[config.mk]
export PLATFORM = sky130hd
export DESIGN_NAME = rmth_ctrl
export DESIGN_NICKNAME = d
export VERILOG_FILES = /design/src/hdl/rmth_pkg.sv /design/src/hdl/rmth_ctrl.sv
export SDC_FILE = /design/constraint.sdc
export NUM_CORES = 1
export LEC_CHECK = 0
export BUFFER_PORTS_ARGS = -buffer_cell sky130_fd_sc_hd__buf_4
export CORE_AREA = 4 4 41 43
export DETAILED_ROUTE_END_ITERATION = 12
export DIE_AREA = 0 0 45 47
export GPL_ROUTABILITY_DRIVEN = 1
export PLACE_DENSITY_LB_ADDON = 0.15
export SETUP_SLACK_MARGIN = 0.2
export SYNTH_ARGS = -nofsm -noshare
export SYNTH_HDL_FRONTEND = slang
export SYNTH_SLANG_ARGS = --single-unit
[constraint.sdc]
create_clock -name clk -period 2.6 [get_ports clk]
set_input_delay 0.52 -clock clk [delete_from_list [all_inputs] [get_ports clk]]
set_output_delay 0.52 -clock clk [all_outputs]
set_load 0.03 [all_outputs]
[src/hdl/rmth_pkg.sv]
// Package for the running median unit: widths, defaults, and the command and
// status types passed between the controller and the datapath.
// No dependencies.
`default_nettype none
package rmth_pkg;

  localparam int SAMPLE_W           = 32;
  localparam int MED_W              = 33;
  localparam int HEAP_DEPTH_DEFAULT = 512;
  localparam int DATA_WIDTH_DEFAULT = 32;

  typedef enum logic {
    SEL_LO,
    SEL_UP
  } heap_sel_t;

  typedef enum logic [3:0] {
    OP_NONE,
    OP_LOAD,
    OP_SD_INIT,
    OP_SD_READ,
    OP_SD_STEP,
    OP_SU_INIT,
    OP_SU_ROOT,
    OP_SU_READ,
    OP_SU_STEP,
    OP_RESULT
  } op_t;

  typedef struct packed {
    op_t       op;
    heap_sel_t sel;
    logic      use_old;
    logic      drop;
  } cmd_t;

  typedef struct packed {
    logic even;
    logic lower_full;
    logic upper_full;
    logic pass_lo;
    logic pass_up;
    logic i_zero;
    logic sd_done;
    logic su_move;
  } status_t;

endpackage
`default_nettype wire

[src/hdl/rmth_ctrl.sv]
// Sequencer for the running median unit: decides the route of each sample and
// steps the datapath through the sift-down and sift-up loops.
// Depends on rmth_pkg.
`default_nettype none
module rmth_ctrl import rmth_pkg::*; (
  input  wire logic    clk,
  input  wire logic    rst_n,
  input  wire logic    in_valid,
  output logic         in_ready,
  output logic         out_valid,
  input  wire logic    out_ready,
  input  wire status_t stat,
  output cmd_t         cmd
);

  typedef enum logic [2:0] {
    S_IDLE, S_DECIDE, S_SD_RD, S_SD_STEP, S_SU_INIT, S_SU_RD, S_SU_STEP, S_RESULT
  } state_t;

  state_t    state_r, state_nxt;
  heap_sel_t push_r, push_nxt;
  logic      pass_r, pass_nxt;
  logic      drop_r, drop_nxt;
  logic      out_valid_r, out_valid_nxt;
  heap_sel_t pull;

  assign pull      = (push_r == SEL_UP) ? SEL_LO : SEL_UP;
  assign in_ready  = (state_r == S_IDLE);
  assign out_valid = out_valid_r;

  always_comb begin
    state_nxt     = state_r;
    push_nxt      = push_r;
    pass_nxt      = pass_r;
    drop_nxt      = drop_r;
    out_valid_nxt = out_valid_r && !out_ready;
    cmd           = '{op: OP_NONE, sel: push_r, use_old: pass_r, drop: drop_r};
    case (state_r)
      S_IDLE: begin
        if (in_valid) begin
          cmd.op    = OP_LOAD;
          state_nxt = S_DECIDE;
        end
      end
      S_DECIDE: begin
        // Even count grows the upper heap, odd count grows the lower heap.
        push_nxt = stat.even ? SEL_UP : SEL_LO;
        drop_nxt = stat.even ? stat.upper_full : stat.lower_full;
        pass_nxt = stat.even ? stat.pass_lo : stat.pass_up;
        cmd.sel  = stat.even ? SEL_LO : SEL_UP;
        if (drop_nxt) begin
          state_nxt = S_RESULT;
        end else if (pass_nxt) begin
          cmd.op    = OP_SD_INIT;
          state_nxt = S_SD_RD;
        end else begin
          state_nxt = S_SU_INIT;
        end
      end
      S_SD_RD: begin
        cmd.op    = OP_SD_READ;
        cmd.sel   = pull;
        state_nxt = S_SD_STEP;
      end
      S_SD_STEP: begin
        cmd.op    = OP_SD_STEP;
        cmd.sel   = pull;
        state_nxt = stat.sd_done ? S_SU_INIT : S_SD_RD;
      end
      S_SU_INIT: begin
        cmd.op    = OP_SU_INIT;
        state_nxt = S_SU_RD;
      end
      S_SU_RD: begin
        if (stat.i_zero) begin
          cmd.op    = OP_SU_ROOT;
          state_nxt = S_RESULT;
        end else begin
          cmd.op    = OP_SU_READ;
          state_nxt = S_SU_STEP;
        end
      end
      S_SU_STEP: begin
        cmd.op    = OP_SU_STEP;
        state_nxt = stat.su_move ? S_SU_RD : S_RESULT;
      end
      S_RESULT: begin
        if (!out_valid_r || out_ready) begin
          cmd.op        = OP_RESULT;
          out_valid_nxt = 1'b1;
          state_nxt     = S_IDLE;
        end
      end
      default: state_nxt = S_IDLE;
    endcase
  end

  always_ff @(posedge clk) begin
    if (!rst_n) begin
      state_r     <= S_IDLE;
      push_r      <= SEL_UP;
      pass_r      <= 1'b0;
      drop_r      <= 1'b0;
      out_valid_r <= 1'b0;
    end else begin
      state_r     <= state_nxt;
      push_r      <= push_nxt;
      pass_r      <= pass_nxt;
      drop_r      <= drop_nxt;
      out_valid_r <= out_valid_nxt;
    end
  end

endmodule
`default_nettype wire

==> impl_metrics.ini <==
[cells_and_area]
antenna_cells = 0
final_cells = 94
layout-drive-gt1-share_pct = 34.2
syn_to_final_growth_pct = 29.4
final_nets = 92

[run]
drv_cap = 0

[placed_design]
pre_cts_slack_ns = 0.741
portBuffers = 20
hpwl_um = 908
gp_congestion = 0.768
dpl.cell_count = 90

[clock_network]
cts_tree = built
post_cts_buffers = 0
clock_latency_ns = 0.26
hold_buffers = 0
cts_made_buffers = 3
cts.sinks = 7
path_clk_slew_ns = 0.05
cts_resized = 0
cts_buffer_depth = 2
cts_root_buffer = clkbuf_4
htreeDepth = 1

[synthesis]
ys_seq_elements = 7
yosysTopAreaCellShare_pct = 27.9
async_reset_ff_share_pct = 0
yosysWarnings = 0
synthFlopType = dfxtp_1
synth_nets = 74
yosysMostFrequentCell = dfxtp_1
synth_common_cells = dfxtp_1 (7), o21ai_0 (6), buf_4 (5)
avgSynthCellArea_um2 = 8.11
synthCells = 62
synth_edf_count = 0
synth_seq_area_share_pct = 27.9
yosysTopAreaCell = dfxtp_1
synth_area_um2 = 503
synth.distinct_cells = 27
synth_area_leaders = dfxtp_1 (28%), buf_4 (7.5%), mux2i_1 (6.0%)

[worst_setup_path]
cp_max_fo = 16
timing.rr.start = state_r[0]
cp.required_ns = 2.08
criticalPathCategory = register to primary output
startpoint = state_r[1]
max_stage_delay_ns = 0.64
cp.buffers_inverters = 1
cpMaxStageDelayCell = dfxtp_1
cp_data_arrival_time_ns = 1.57
path_delay_family = flip-flops
cp_cell_sequence = nor2b_1 > a221oi_1 > buf_4
crit_path_start_kind = register
cp-end-kind = primary output

[global_routing]
grt_pass1_wl_um = 1830
grt_max_degree = 18
grt_pass1_vias = 417
grt_use_met3_pct = 4.21
grt_overflow = 0
grt.total_usage_pct = 12.6
gr-usage-met1_pct = 14.5
grt_antenna_before_repair = 0
grt_util_met2_pct = 18.6
busiest_layer = met2

[die]
pin_count = 21
die-height_um = 47
num_rows = 13
die_w_um = 45
die-area_um2 = 2120
core_um2 = 1300
start_util_pct = 38.7

[timing]
fin_crit_ns = 2.09
rsz0062_at_grt = false
setup_viol = 0
clock.fmax_ghz = 0.480
period_share_pct = 80.2
drv_slew = 0
worst_pin_slew_ns = 0.520
timing.slew.headroom_pct = 65.3
finalWorstSetupSlack_ns = 0.515
hold_viol = 0
worst_clock_skew_ns = 0.00183
fin_tns_setup_ns = 0

[routing]
drt_iter0_drc = 11
routed_wirelength_um = 1190
first_pass_iters = 4
vias = 504
wl_per_cell_um = 12.7
viasPerCell = 5.36
ant_nets = 0
route.detailed.drc = 0

[hold_path]
min-delay-start = rst_n
hold_class = input pin to register

[status]
status = completed

[pwr]
power_density_nw_per_um2 = 747
irDropWorstVdd_mv = 0.520
p_leak_nw = 0.280
cells by family after synthesis:
| group | Yosys count | share of synthesized area, % |
|---|---|---|
| AOI/OAI and AO/OA | 21 | 26.4 |
| and+or+nand+nor | 19 | 23.6 |
| buffers and inverters | 10 | 11.7 |
| DFF | 7 | 27.9 |
| muxes | 5 | 10.4 |
path summary, 6_finish.rpt:
kind / to / slack [ns] / cells after the start
min reg2reg: push_r / 0.49 / 2
min: push_r / 0.45 / 2
max reg2reg: state_r[2] / 1.13 / 3
max: cmd[3] / 0.51 / 3
registers in the layout, indices dropped and copies added, names as in the netlist:
| register | flops |
|---|---|
| pass_r | 1 |
| push_r | 1 |
| drop_r | 1 |
| out_valid | 1 |
| state_r | 3 |
routing by layer:
layer	part of all wire (%)	vias to the layer above
met1	41	220
met2	46	23
met5	0	-
met4	2.6	0
li1	-	257
met3	10	4
final cells by class:
cell class / count / area, µm²
sequential: 7 / 140
timing repair buffer: 20 / 150
multi-input combinational: 45 / 304
tap: 15 / 18.8
inverter: 3 / 11.3
fill: 141 / 651
clock buffer: 4 / 26.3
worst reg2reg max path: cells and delay by family, from the launching register on:
kind / cells / cell delay, ns
and+or+nand+nor: 2 / 0.64
AOI/OAI and AO/OA: 1 / 0.14
DFF: 1 / 0.64
cells in the final DEF, fill, tap and decap left out, types with 2 or more instances in the layout:
cell type	count
a21oi_1	4
a31oi_1	4
buf_4	20
clkbuf_4	3
dfxtp_1	7
inv_1	3
mux2_2	2
mux2i_1	3
nand2_1	4
nand3_1	2
nor2_1	4
nor2b_1	2
o21ai_0	6
through the flow:
stage / hold WS, ns / total power, W / area, µm² / util (%)
floorplan: 0.451 / 0.000327 / 503 / -
global placement: 0.475 / 0.000385 / 624 / 48.0
detailed placement: 0.485 / 0.000387 / 624 / 48.0
CTS: 0.457 / 0.000488 / 651 / 50.0
global route: 0.457 / 0.000518 / 651 / 50.0
finish: 0.452 / 0.000486 / 651 / 50.0
report_power, final:
group          total [W]  internal (W)  switching, W  leakage [nW]
Combinational   0.000218     0.0000991      0.000119         0.207
Clock           0.000103     0.0000588     0.0000440        0.0150
Sequential      0.000165      0.000123     0.0000423        0.0574
Total           0.000486      0.000281      0.000205         0.280
(Power assumes the default switching activity.)
